==> src/rtl/mcdd_pkg.sv <==
`timescale 1ns / 1ps
// ----------------------------------------------------------------------------
// mcdd_pkg: shared types and codes for the max-cut DD node update
// Command, side and mode codes, the input item and node state structs.
// ----------------------------------------------------------------------------
package mcdd_pkg;

	localparam logic [1:0] CMD_TR_START = 2'd0;
	localparam logic [1:0] CMD_TR_ELEM  = 2'd1;
	localparam logic [1:0] CMD_MG_START = 2'd2;
	localparam logic [1:0] CMD_MG_ELEM  = 2'd3;

	localparam logic [1:0] SIDE_S = 2'd0;
	localparam logic [1:0] SIDE_T = 2'd1;

	localparam logic [1:0] MODE_S       = 2'd0;
	localparam logic [1:0] MODE_T       = 2'd1;
	localparam logic [1:0] MODE_RELAXED = 2'd2;
	localparam logic [1:0] MODE_MERGE   = 2'd3;

	typedef struct packed {
		logic [1:0]          cmd;
		logic [1:0]          side;
		logic signed [15:0]  weight_a;
		logic signed [15:0]  weight_b;
		logic signed [31:0]  value_a;
		logic signed [31:0]  value_b;
		logic                last;
	} item_t;

	typedef struct packed {
		logic [1:0]          op_mode;
		logic signed [31:0]  acc_first;
		logic signed [31:0]  acc_second;
		logic signed [31:0]  base_bound;
	} state_t;

endpackage

==> src/rtl/mcdd_item_if.sv <==
`timescale 1ns / 1ps
// ----------------------------------------------------------------------------
// mcdd_item_if: input item channel
// Valid/ready channel carrying one command item per beat.
// ----------------------------------------------------------------------------
interface mcdd_item_if;
	logic               valid;
	logic               ready;
	logic [1:0]         cmd;
	logic [1:0]         side;
	logic signed [15:0] weight_a;
	logic signed [15:0] weight_b;
	logic signed [31:0] value_a;
	logic signed [31:0] value_b;
	logic               last;

	modport source (output valid, cmd, side, weight_a, weight_b, value_a, value_b, last,
		input ready);
	modport sink (input valid, cmd, side, weight_a, weight_b, value_a, value_b, last,
		output ready);
endinterface

==> src/rtl/mcdd_result_if.sv <==
`timescale 1ns / 1ps
// ----------------------------------------------------------------------------
// mcdd_result_if: result channel
// Valid/ready channel carrying one residual weight and/or final bound per beat.
// ----------------------------------------------------------------------------
interface mcdd_result_if;
	logic               valid;
	logic               ready;
	logic signed [15:0] new_weight;
	logic               weight_valid;
	logic signed [31:0] bound_value;
	logic               is_final;

	modport source (output valid, new_weight, weight_valid, bound_value, is_final,
		input ready);
	modport sink (input valid, new_weight, weight_valid, bound_value, is_final,
		output ready);
endinterface

==> src/rtl/mcdd_update.sv <==
`timescale 1ns / 1ps
// ----------------------------------------------------------------------------
// mcdd_update: per-item node state update
// Combinational next-state and residual weight for one item: S/T/relaxed
// transition elements, merge elements and the two start commands.
// ----------------------------------------------------------------------------
module mcdd_update (
	input  mcdd_pkg::item_t     item,
	input  mcdd_pkg::state_t    cur,
	output mcdd_pkg::state_t    nxt,
	output logic signed [15:0]  new_weight,
	output logic                elem
);
	import mcdd_pkg::*;

	function automatic logic signed [16:0] relax17(input logic signed [16:0] x,
		input logic signed [16:0] y);
		if (!x[16] && !y[16])
			relax17 = (x < y) ? x : y;
		else if (x <= 17'sd0 && y <= 17'sd0)
			relax17 = (x > y) ? x : y;
		else
			relax17 = '0;
	endfunction

	function automatic logic [16:0] abs17(input logic signed [16:0] x);
		abs17 = x[16] ? 17'(-x) : 17'(x);
	endfunction

	function automatic logic signed [31:0] sat_add(input logic signed [31:0] acc,
		input logic [17:0] add);
		logic signed [33:0] s;
		s = $signed({{2{acc[31]}}, acc}) + $signed({16'b0, add});
		// add is never negative: only the top can overflow
		if (!s[33] && s[32:31] != 2'b00)
			sat_add = 32'sh7FFF_FFFF;
		else
			sat_add = s[31:0];
	endfunction

	function automatic logic signed [15:0] sat16(input logic signed [16:0] x);
		if (x[16] != x[15])
			sat16 = x[16] ? 16'sh8000 : 16'sh7FFF;
		else
			sat16 = x[15:0];
	endfunction

	logic signed [16:0] wa17, wb17, ws, wt, r_t, r_m, nw17;
	logic [16:0]        abs_a, abs_b, abs_ws, abs_wt, abs_rt, abs_rm, m;
	logic               zero_pd, prod_le, prod_ge;
	logic [17:0]        add_f, add_s;
	logic [31:0]        pos_a, neg_a;

	always_comb begin
		wa17    = {item.weight_a[15], item.weight_a};
		wb17    = {item.weight_b[15], item.weight_b};
		ws      = wa17 + wb17;
		wt      = wa17 - wb17;
		abs_a   = abs17(wa17);
		abs_b   = abs17(wb17);
		m       = (abs_a < abs_b) ? abs_a : abs_b;
		r_t     = relax17(ws, wt);
		r_m     = relax17(wa17, wb17);
		abs_ws  = abs17(ws);
		abs_wt  = abs17(wt);
		abs_rt  = abs17(r_t);
		abs_rm  = abs17(r_m);
		// sign of the product without a multiplier
		zero_pd = (item.weight_a == 16'sd0) || (item.weight_b == 16'sd0);
		prod_le = zero_pd || (item.weight_a[15] != item.weight_b[15]);
		prod_ge = zero_pd || (item.weight_a[15] == item.weight_b[15]);
		pos_a   = item.weight_a[15] ? 32'd0 : {16'd0, item.weight_a};
		neg_a   = item.weight_a[15] ? {15'd0, abs_a} : 32'd0;

		nxt   = cur;
		nw17  = '0;
		elem  = 1'b0;
		add_f = '0;
		add_s = '0;

		unique case (item.cmd)
			CMD_TR_START: begin
				nxt.op_mode    = (item.side == SIDE_S || item.side == SIDE_T) ?
					item.side : MODE_RELAXED;
				nxt.base_bound = item.value_a;
				nxt.acc_first  = (item.side == SIDE_T) ? pos_a : neg_a;
				nxt.acc_second = pos_a;
			end
			CMD_MG_START: begin
				nxt.op_mode    = MODE_MERGE;
				nxt.base_bound = '0;
				nxt.acc_first  = item.value_a;
				nxt.acc_second = item.value_b;
			end
			CMD_TR_ELEM: begin
				elem = 1'b1;
				case (cur.op_mode)
					MODE_S: begin
						nw17 = ws;
						if (prod_le)
							add_f = {1'b0, m};
					end
					MODE_T: begin
						nw17 = wt;
						if (prod_ge)
							add_f = {1'b0, m};
					end
					default: begin
						// relaxed: a merge mode counts as relaxed here too
						nw17  = r_t;
						add_f = (prod_le ? {1'b0, m} : 18'd0) + {1'b0, abs_ws}
							- {1'b0, abs_rt};
						add_s = (prod_le ? 18'd0 : {1'b0, m}) + {1'b0, abs_wt}
							- {1'b0, abs_rt};
					end
				endcase
			end
			CMD_MG_ELEM: begin
				elem  = 1'b1;
				nw17  = r_m;
				add_f = {1'b0, abs_a} - {1'b0, abs_rm};
				add_s = {1'b0, abs_b} - {1'b0, abs_rm};
			end
			default: ;
		endcase

		if (elem) begin
			nxt.acc_first  = sat_add(cur.acc_first, add_f);
			nxt.acc_second = sat_add(cur.acc_second, add_s);
		end
		new_weight = sat16(nw17);
	end

endmodule

==> src/rtl/max_cut_dd_node_update.sv <==
`timescale 1ns / 1ps
// ----------------------------------------------------------------------------
// max_cut_dd_node_update: streamed max-cut decision-diagram node update
// Input register, state/accumulator stage, final-bound output register.
// ----------------------------------------------------------------------------
// Takes one item per clock while the result side does not stall. A beat
// lands in the input register when accepted, passes the accumulation stage
// and then reaches the output register, which drives its result beat.
// The node state (mode, both accumulators, base bound) is updated as an item
// leaves the input register, so consecutive elements chain through the
// accumulators with no bubble; the saturated final add of base and the
// chosen accumulator is done in the last stage. A start item without last
// returns nothing; every element, and any item marked last, returns one
// beat. Backpressure on the result side fills the three stages before
// ready drops on the input side.
module max_cut_dd_node_update (
	input logic                 clk,
	input logic                 arst_n,
	mcdd_item_if.sink           items,
	mcdd_result_if.source       results
);
	import mcdd_pkg::*;

	item_t              item_s1;
	logic               v_s1;
	state_t             state_q, state_nxt;
	logic signed [15:0] nw_upd, nw_s2;
	logic               elem_upd, elem_s2, last_s2, v_s2;
	logic [1:0]         mode_s2;
	logic signed [31:0] f_s2, s_s2, base_s2;
	logic signed [15:0] nw_s3;
	logic               elem_s3, last_s3, v_s3;
	logic signed [31:0] bound_s3;
	logic               q_free, s2_free, adv1, adv2;
	logic signed [31:0] sel;
	logic signed [32:0] fsum;
	logic signed [31:0] fbound;

	mcdd_update u_update (
		.item       (item_s1),
		.cur        (state_q),
		.nxt        (state_nxt),
		.new_weight (nw_upd),
		.elem       (elem_upd)
	);

	assign q_free      = !v_s3 || results.ready;
	assign s2_free     = !v_s2 || q_free;
	assign adv1        = v_s1 && s2_free;
	assign adv2        = v_s2 && q_free;
	assign items.ready = !v_s1 || s2_free;

	always_ff @(posedge clk or negedge arst_n) begin
		if (!arst_n) begin
			v_s1 <= 1'b0;
			v_s2 <= 1'b0;
			v_s3 <= 1'b0;
			state_q <= '0;
		end else begin
			if (items.ready)
				v_s1 <= items.valid;
			if (s2_free)
				v_s2 <= v_s1;
			// drop beats that carry no result
			if (q_free)
				v_s3 <= v_s2 && (elem_s2 || last_s2);
			if (adv1)
				state_q <= state_nxt;
		end
	end

	always_ff @(posedge clk) begin
		if (items.valid && items.ready) begin
			item_s1.cmd      <= items.cmd;
			item_s1.side     <= items.side;
			item_s1.weight_a <= items.weight_a;
			item_s1.weight_b <= items.weight_b;
			item_s1.value_a  <= items.value_a;
			item_s1.value_b  <= items.value_b;
			item_s1.last     <= items.last;
		end
		if (adv1) begin
			nw_s2   <= nw_upd;
			elem_s2 <= elem_upd;
			last_s2 <= item_s1.last;
			mode_s2 <= state_nxt.op_mode;
			f_s2    <= state_nxt.acc_first;
			s_s2    <= state_nxt.acc_second;
			base_s2 <= state_nxt.base_bound;
		end
		if (adv2) begin
			nw_s3    <= elem_s2 ? nw_s2 : 16'sd0;
			elem_s3  <= elem_s2;
			last_s3  <= last_s2;
			bound_s3 <= last_s2 ? fbound : 32'sd0;
		end
	end

	// final bound: relaxed and merge take the larger accumulator
	always_comb begin
		if (mode_s2 == MODE_RELAXED || mode_s2 == MODE_MERGE)
			sel = (f_s2 > s_s2) ? f_s2 : s_s2;
		else
			sel = f_s2;
		fsum = {base_s2[31], base_s2} + {sel[31], sel};
		if (fsum[32] != fsum[31])
			fbound = fsum[32] ? 32'sh8000_0000 : 32'sh7FFF_FFFF;
		else
			fbound = fsum[31:0];
	end

	assign results.valid        = v_s3;
	assign results.new_weight   = nw_s3;
	assign results.weight_valid = elem_s3;
	assign results.bound_value  = bound_s3;
	assign results.is_final     = last_s3;

	a_merge_start: assert property (@(posedge clk) disable iff (!arst_n)
		(adv1 && item_s1.cmd == CMD_MG_START) |=>
			(state_q.op_mode == MODE_MERGE && state_q.base_bound == 32'sd0))
		else $error("merge start did not set merge mode");

	a_no_result_drop: assert property (@(posedge clk) disable iff (!arst_n)
		(adv2 && !elem_s2 && !last_s2) |=> !v_s3)
		else $error("start item without last produced a result beat");

	a_stall_full: assert property (@(posedge clk) disable iff (!arst_n)
		!items.ready |-> (v_s1 && v_s2 && v_s3 && !results.ready))
		else $error("input stalled while a stage was free");

endmodule
==> src/flat_wrapper.sv <==
// flat-port wrapper written by rule: the top's interface ports become plain ports
module max_cut_dd_node_update_flat import mcdd_pkg::*;
  (clk, arst_n, items_valid, items_cmd, items_side, items_weight_a, items_weight_b, items_value_a, items_value_b, items_last, items_ready, results_valid, results_new_weight, results_weight_valid, results_bound_value, results_is_final, results_ready);
  mcdd_item_if items_i ();
  mcdd_result_if results_i ();
  input logic clk;
  input logic arst_n;
  input wire logic [$bits(items_i.valid)-1:0] items_valid;
  input wire logic [$bits(items_i.cmd)-1:0] items_cmd;
  input wire logic [$bits(items_i.side)-1:0] items_side;
  input wire logic [$bits(items_i.weight_a)-1:0] items_weight_a;
  input wire logic [$bits(items_i.weight_b)-1:0] items_weight_b;
  input wire logic [$bits(items_i.value_a)-1:0] items_value_a;
  input wire logic [$bits(items_i.value_b)-1:0] items_value_b;
  input wire logic [$bits(items_i.last)-1:0] items_last;
  output wire logic [$bits(items_i.ready)-1:0] items_ready;
  output wire logic [$bits(results_i.valid)-1:0] results_valid;
  output wire logic [$bits(results_i.new_weight)-1:0] results_new_weight;
  output wire logic [$bits(results_i.weight_valid)-1:0] results_weight_valid;
  output wire logic [$bits(results_i.bound_value)-1:0] results_bound_value;
  output wire logic [$bits(results_i.is_final)-1:0] results_is_final;
  input wire logic [$bits(results_i.ready)-1:0] results_ready;
  assign items_i.valid = items_valid;
  assign items_i.cmd = items_cmd;
  assign items_i.side = items_side;
  assign items_i.weight_a = items_weight_a;
  assign items_i.weight_b = items_weight_b;
  assign items_i.value_a = items_value_a;
  assign items_i.value_b = items_value_b;
  assign items_i.last = items_last;
  assign items_ready = items_i.ready;
  assign results_valid = results_i.valid;
  assign results_new_weight = results_i.new_weight;
  assign results_weight_valid = results_i.weight_valid;
  assign results_bound_value = results_i.bound_value;
  assign results_is_final = results_i.is_final;
  assign results_i.ready = results_ready;
  max_cut_dd_node_update u_core (.clk(clk), .arst_n(arst_n), .items(items_i), .results(results_i));
endmodule
==> config.mk <==
export PLATFORM = sky130hd
export DESIGN_NAME = max_cut_dd_node_update_flat
export DESIGN_NICKNAME = d
export VERILOG_FILES = /design/src/rtl/mcdd_pkg.sv /design/src/rtl/mcdd_item_if.sv /design/src/rtl/mcdd_result_if.sv /design/src/rtl/mcdd_update.sv /design/src/rtl/max_cut_dd_node_update.sv /design/src/flat_wrapper.sv
export SDC_FILE = /design/constraint.sdc
export NUM_CORES = 1
export LEC_CHECK = 0
export BUFFER_PORTS_ARGS = -buffer_cell sky130_fd_sc_hd__buf_2
export CAP_MARGIN = 10
export CORE_ASPECT_RATIO = 0.6
export CORE_UTILIZATION = 44
export DETAILED_ROUTE_END_ITERATION = 10
export PLACE_DENSITY = 0.64
export SLEW_MARGIN = 25
export SYNTH_ARGS = -nofsm -noshare
export SYNTH_HDL_FRONTEND = slang
export SYNTH_SLANG_ARGS = --single-unit
==> constraint.sdc <==
create_clock -name clk -period 14 [get_ports clk]
set_input_delay 2.8 -clock clk [delete_from_list [all_inputs] [get_ports clk]]
set_output_delay 2.8 -clock clk [all_outputs]
set_load 0.005 [all_outputs]
* Word-level counts from Yosys, hierarchy flattened
Index checks and enable logic that the tools add are counted.
Storage, ports and cells: bits of input ports 105, output and inout port bits 52, word-level logic and storage cells 139, flip-flop bits (word level) 368
Operators by class: magnitude comparators 10, reduce and logical (&&, ||, !) cells 37, add/sub/neg operators 17, equality and inequality tests 11, mux-type cells 39
Operators by type and width (number):
- 17-bit two-way mux | 20
- 98-bit one-hot mux with 2 select lines | 1
- 32-bit two-way mux | 6
- 18-bit one-hot mux with 2 select lines | 3
- 17-bit negator | 4
- 17-bit one-hot mux with 2 select lines | 2
- 32-bit by 19-bit adder with 33-bit output | 2
- 64-bit two-way mux | 1
- 17-bit by 17-bit subtractor with 18-bit output | 2
- 18-bit by 17-bit subtractor with 18-bit output | 2
- 17-bit by 1-bit less-or-equal comparator with 1-bit output (second input constant) | 2
- 17-bit < comparator | 2
- 16-bit negator with 17-bit output | 2
- 32-bit by 32-bit adder with 33-bit output | 1
- 32-bit > comparator | 1
- 16-bit by 1-bit less-or-equal comparator with 1-bit output (second input constant) | 2
- 16-bit logical NOT | 2
- 16-bit two-way mux | 2
- 17-bit by 17-bit adder with 18-bit output | 1
- 18-bit by 17-bit adder with 18-bit output | 1
- 18-bit two-way mux | 1
- 16-bit by 16-bit adder with 17-bit output | 1
- 17-bit > comparator | 1
- 16-bit by 16-bit subtractor with 17-bit output | 1
- other kinds (15) | 51

* Logic depth before layout (Yosys ltp)
depth in word-level cells 15, gate-level depth with buffers 56, depth with buffers taken out 52

* Hierarchy
A second synthesis with hierarchy kept.
Second synthesis, totals: cells, all modules 3169, area, all modules 29942.5 um2
Modules (own cells, without submodules):
- max_cut_dd_node_update | area each 15113.2 um2, seq. area each 10515.1 um2, cells an instance 935, instances 1
- mcdd_update | area each 14829.2 um2, seq. area each 0.0 um2, cells an instance 2234, instances 1

* Worst setup path before layout
Ideal clock, no wire load.
path type reg2reg, from reg u_core.item_s1[85] (netlist bit), to reg u_core.f_s2[13], data pin, cell stages (with the launch flop) 53, path buffers 6, period minus slack after synthesis 11.097 ns, data required time 13.718 ns, path slack 2.903 ns, arrival time 10.815 ns, cells stage by stage edfxtp_1 -> ha_1 -> buf_6 -> nor2b_4 -> or4_4 -> o211a_4 -> nor4_4 -> o41ai_1 -> and2_1 -> o31ai_4 -> clkbuf_1 -> ha_1 -> nand4_1 -> or3_2 -> o32ai_1 -> or2_1 -> buf_6 -> o21ai_4 -> [17 not listed] -> o41ai_1 -> o21ai_0 -> xor2_1 -> a221oi_1 -> a211oi_1 -> ha_1 -> o21ai_0 -> nand2b_1 -> nand2_1 -> inv_1 -> o21ai_0 -> a31oi_1 -> a311oi_1 -> or2_2 -> clkbuf_1 -> a41oi_1 -> clkbuf_1 -> a31oi_1
RTL lines:
- start, declared | RTL line max_cut_dd_node_update.sv:24 | item_t item_s1;
- end signal, assigned | RTL line max_cut_dd_node_update.sv:87 | f_s2 <= state_nxt.acc_first;
- end, declared | RTL line max_cut_dd_node_update.sv:30 | logic signed [31:0] f_s2, s_s2, base_s2;

==> metrics.txt <==
crit path capture type flop; Pleak 13.77 nW; crit path max fanout 17; crit path DAT 13.67 ns; crit share post-route 0.9407; Clock Tree Buf Depth 3; skew final 0.03571 ns; final wirelength 105.8 mm; vias in the first global route 23392; GP Congestion 1.066; Final Hold Vio Count 0; placed instance area 30790 µm²; total track usage 0.3102; asr flop ratio synth 0.2752; grt total ovfl 0; antenna-violating nets left 0; Startpoint Class flop; Worst-Margin Slew 1.167 ns; WP data required 14.51 ns; Max Cap Viol 0; Synth Instances 3036; DRT Pass-1 Iters 6; die outline width 333.7 µm; final worst path period need 13.17 ns; # hold bufs at CTS 0; Final setup viols 0; Synth Cell Area 29050 µm²; Skew-Pair Late Insertion Delay 0.60 ns; non-filler cells, final 4047; global-route wire length before repair 153.2 mm; PwrDens 233.3 nW/µm²; CTS Sinks 367; CTS Buf Count 39; Remaining DRCs 0; Starting Density 0.4478; wire per inst 26.15 µm; Worst R2R Start u_core.item_s1[81]$_DFFE_PP_; RSZ-0062 raised after global routing false; dpl cells 3971; DR vias/cell 6.148; largest net degree at the start of global routing 153; critical path class reg2reg; min-delay src u_core.item_s1[0]$_DFFE_PP_; Syn Area/Cell 9.567 µm²; core area 64860 µm²; CTS tree built; Clock transition at path regs 0.08 ns; Setup Fix Bufs, Post-CTS 0; number of synthesized flops with an enable pin 266; TNS Setup 0 ns; Peak supply drop 0.1142 mV; Synth Flop Type edfxtp_1; Final Power 7.493 mW; row cnt 72; H-tree depth 2; fin util 0.4952; Netlist cell types 100; f_max 75.93 MHz; synth cell count leaders edfxtp_1, nand2_1, ha_1; internal power 3.960 mW; slowest cell on the critical path nor3_1; critical path's largest stage delay 0.67 ns; Comb power frac 0.626; Area Overhead vs Synth 10.58%; largest area contributor in the netlist edfxtp_1; Worst Setup SP u_core.item_s1[81]$_DFFE_PP_; switching pwr 3.533 mW; post-CTS sizing 0; Seq/Total Area, Yosys 0.3620; Die Area 67080 µm²; Initial DRC Count 2851; total number of yosys warnings 0; die boundary height 201.0 µm; top cells by area, synth edfxtp_1, ha_1, dfrtp_1, xnor2_1, mux2_2; vias 24882; Net Sw Frac 0.4715; top-area cell type share of the netlist area 0.2750; Clock power frac 0.143; initial antenna violation count 3; I/O Buffers 156; Yosys reg bits 367; setup ws final 0.8305 ns; Fillers 6020; worst hold-check path type reg2reg; Final Slew Violations 0; outcome finished, final reports clean; WHS 0.4166 ns; clock root buffer clkbuf_16; top-count cell post-synth edfxtp_1; nets@finish 3549; Seq pwr share 0.231; Rel. slew slack 0.2218; DPL Wire Length 83.62 mm; IO Count 157; cell area after layout 32120 µm²; fraction of layout cells with a size suffix above 1 0.1393; pre-CTS setup slack 1.435 ns
## cells in the final DEF (no fill, tap or decap), types with 27 or more instances in the layout
| cell type | instances |
|---|---|
| clkbuf_16 | 40 |
| nor2_1 | 158 |
| and3_1 | 38 |
| xnor2_1 | 161 |
| nand2_1 | 250 |
| nand2b_1 | 40 |
| mux2i_1 | 39 |
| fa_1 | 41 |
| a31oi_1 | 56 |
| a22o_1 | 42 |
| dfrtp_1 | 101 |
| xor2_1 | 81 |
| a211oi_1 | 53 |
| a21oi_1 | 216 |
| buf_2 | 155 |
| o21ai_0 | 173 |
| o21a_1 | 28 |
| nor2b_1 | 37 |
| and2_1 | 29 |
| a21o_1 | 59 |
| nand3_1 | 51 |
| edfxtp_1 | 266 |
| a22oi_1 | 29 |
| ha_1 | 239 |
| mux2_2 | 118 |
| nor3_1 | 39 |
| inv_1 | 236 |
| nand4_1 | 27 |
| buf_4 | 58 |
## per-layer routing
metal,up-vias,routed length [µm],global-route usage
met5,-,476,0.04752
met2,1328,36290,0.3684
met3,136,17620,0.1781
met1,12074,49600,0.4651
met4,10,1829,0.05750
li1,11334,-,-
## state kept, by name, summed over array words and instances, names as in the netlist
name,flops
u_core.results.weight_valid,1
u_core.v_s2,1
u_core.mode_s2,1
u_core.s_s2,32
u_core.item_s1,101
u_core.state_q,98
u_core.results.valid,1
u_core.elem_s2,1
u_core.results.new_weight,16
u_core.nw_s2,16
u_core.f_s2,32
u_core.results.is_final,1
u_core.results.bound_value,32
u_core.v_s1,1
u_core.base_s2,32
u_core.last_s2,1
## cells by family (layout without fill, tap and decap cells)
| logic type | after synthesis | after routing | synth area share |
|---|---|---|---|
| AOI/OAI and AO/OA | 863 | 863 | 0.1960 |
| xor gates and xnor gates | 242 | 242 | 0.07297 |
| adders and majority gates | 281 | 281 | 0.1316 |
| buffers and inverters | 374 | 527 | 0.05160 |
| DFF | 367 | 367 | 0.3620 |
| muxes | 158 | 158 | 0.05970 |
| other | 2 | 9 | 0.0002585 |
| and+or+nand+nor | 749 | 749 | 0.1259 |
## critical path: cells and delay by family, from the launching register on
family,cells,cell delay (ns)
compound gates,23,5.65
simple gates,13,2.67
fa+ha+maj,7,2.39
buf+inv,6,1.19
flops,1,0.53
mux,2,0.41
xor+xnor,1,0.23
## power groups by stage
stage	clock, mW	sequential, mW	combinational [mW]
after floorplan	0	1.64	3.29
after global placement	0	1.73	4.42
after detailed placement	0	1.74	4.50
after CTS	1.09	1.72	4.54
after global routing	1.13	1.75	5.10
final	1.07	1.73	4.69
## final timing paths
check                           depth (start not counted)  slack, ns                        endpoint
worst max-delay path                                   52       0.83  u_core.state_q[45]$_DFFE_PN0P_
max in group asynchronous                               2      10.40  u_core.state_q[45]$_DFFE_PN0P_
min in group asynchronous                               1       2.23         u_core.v_s1$_DFFE_PN0N_
worst min register to register                          0       0.42        u_core.last_s2$_DFFE_PP_
worst max register to register                         52       0.83  u_core.state_q[45]$_DFFE_PN0P_
worst min-delay path                                    0       0.42        u_core.last_s2$_DFFE_PP_
## layout make-up
class | count | area (µm²) | share of cell area
antenna | 1 | 2.502 | 0.00007791
clock buffer | 45 | 1040 | 0.03237
clock inverter | 27 | 257.7 | 0.008025
inverter | 240 | 908.4 | 0.02828
multi-input combinational | 2301 | 17090 | 0.5321
sequential | 367 | 10520 | 0.3274
tap | 851 | 1065 | 0.03315
timing repair buffer | 215 | 1239 | 0.03857
(Power assumes the default switching activity.)
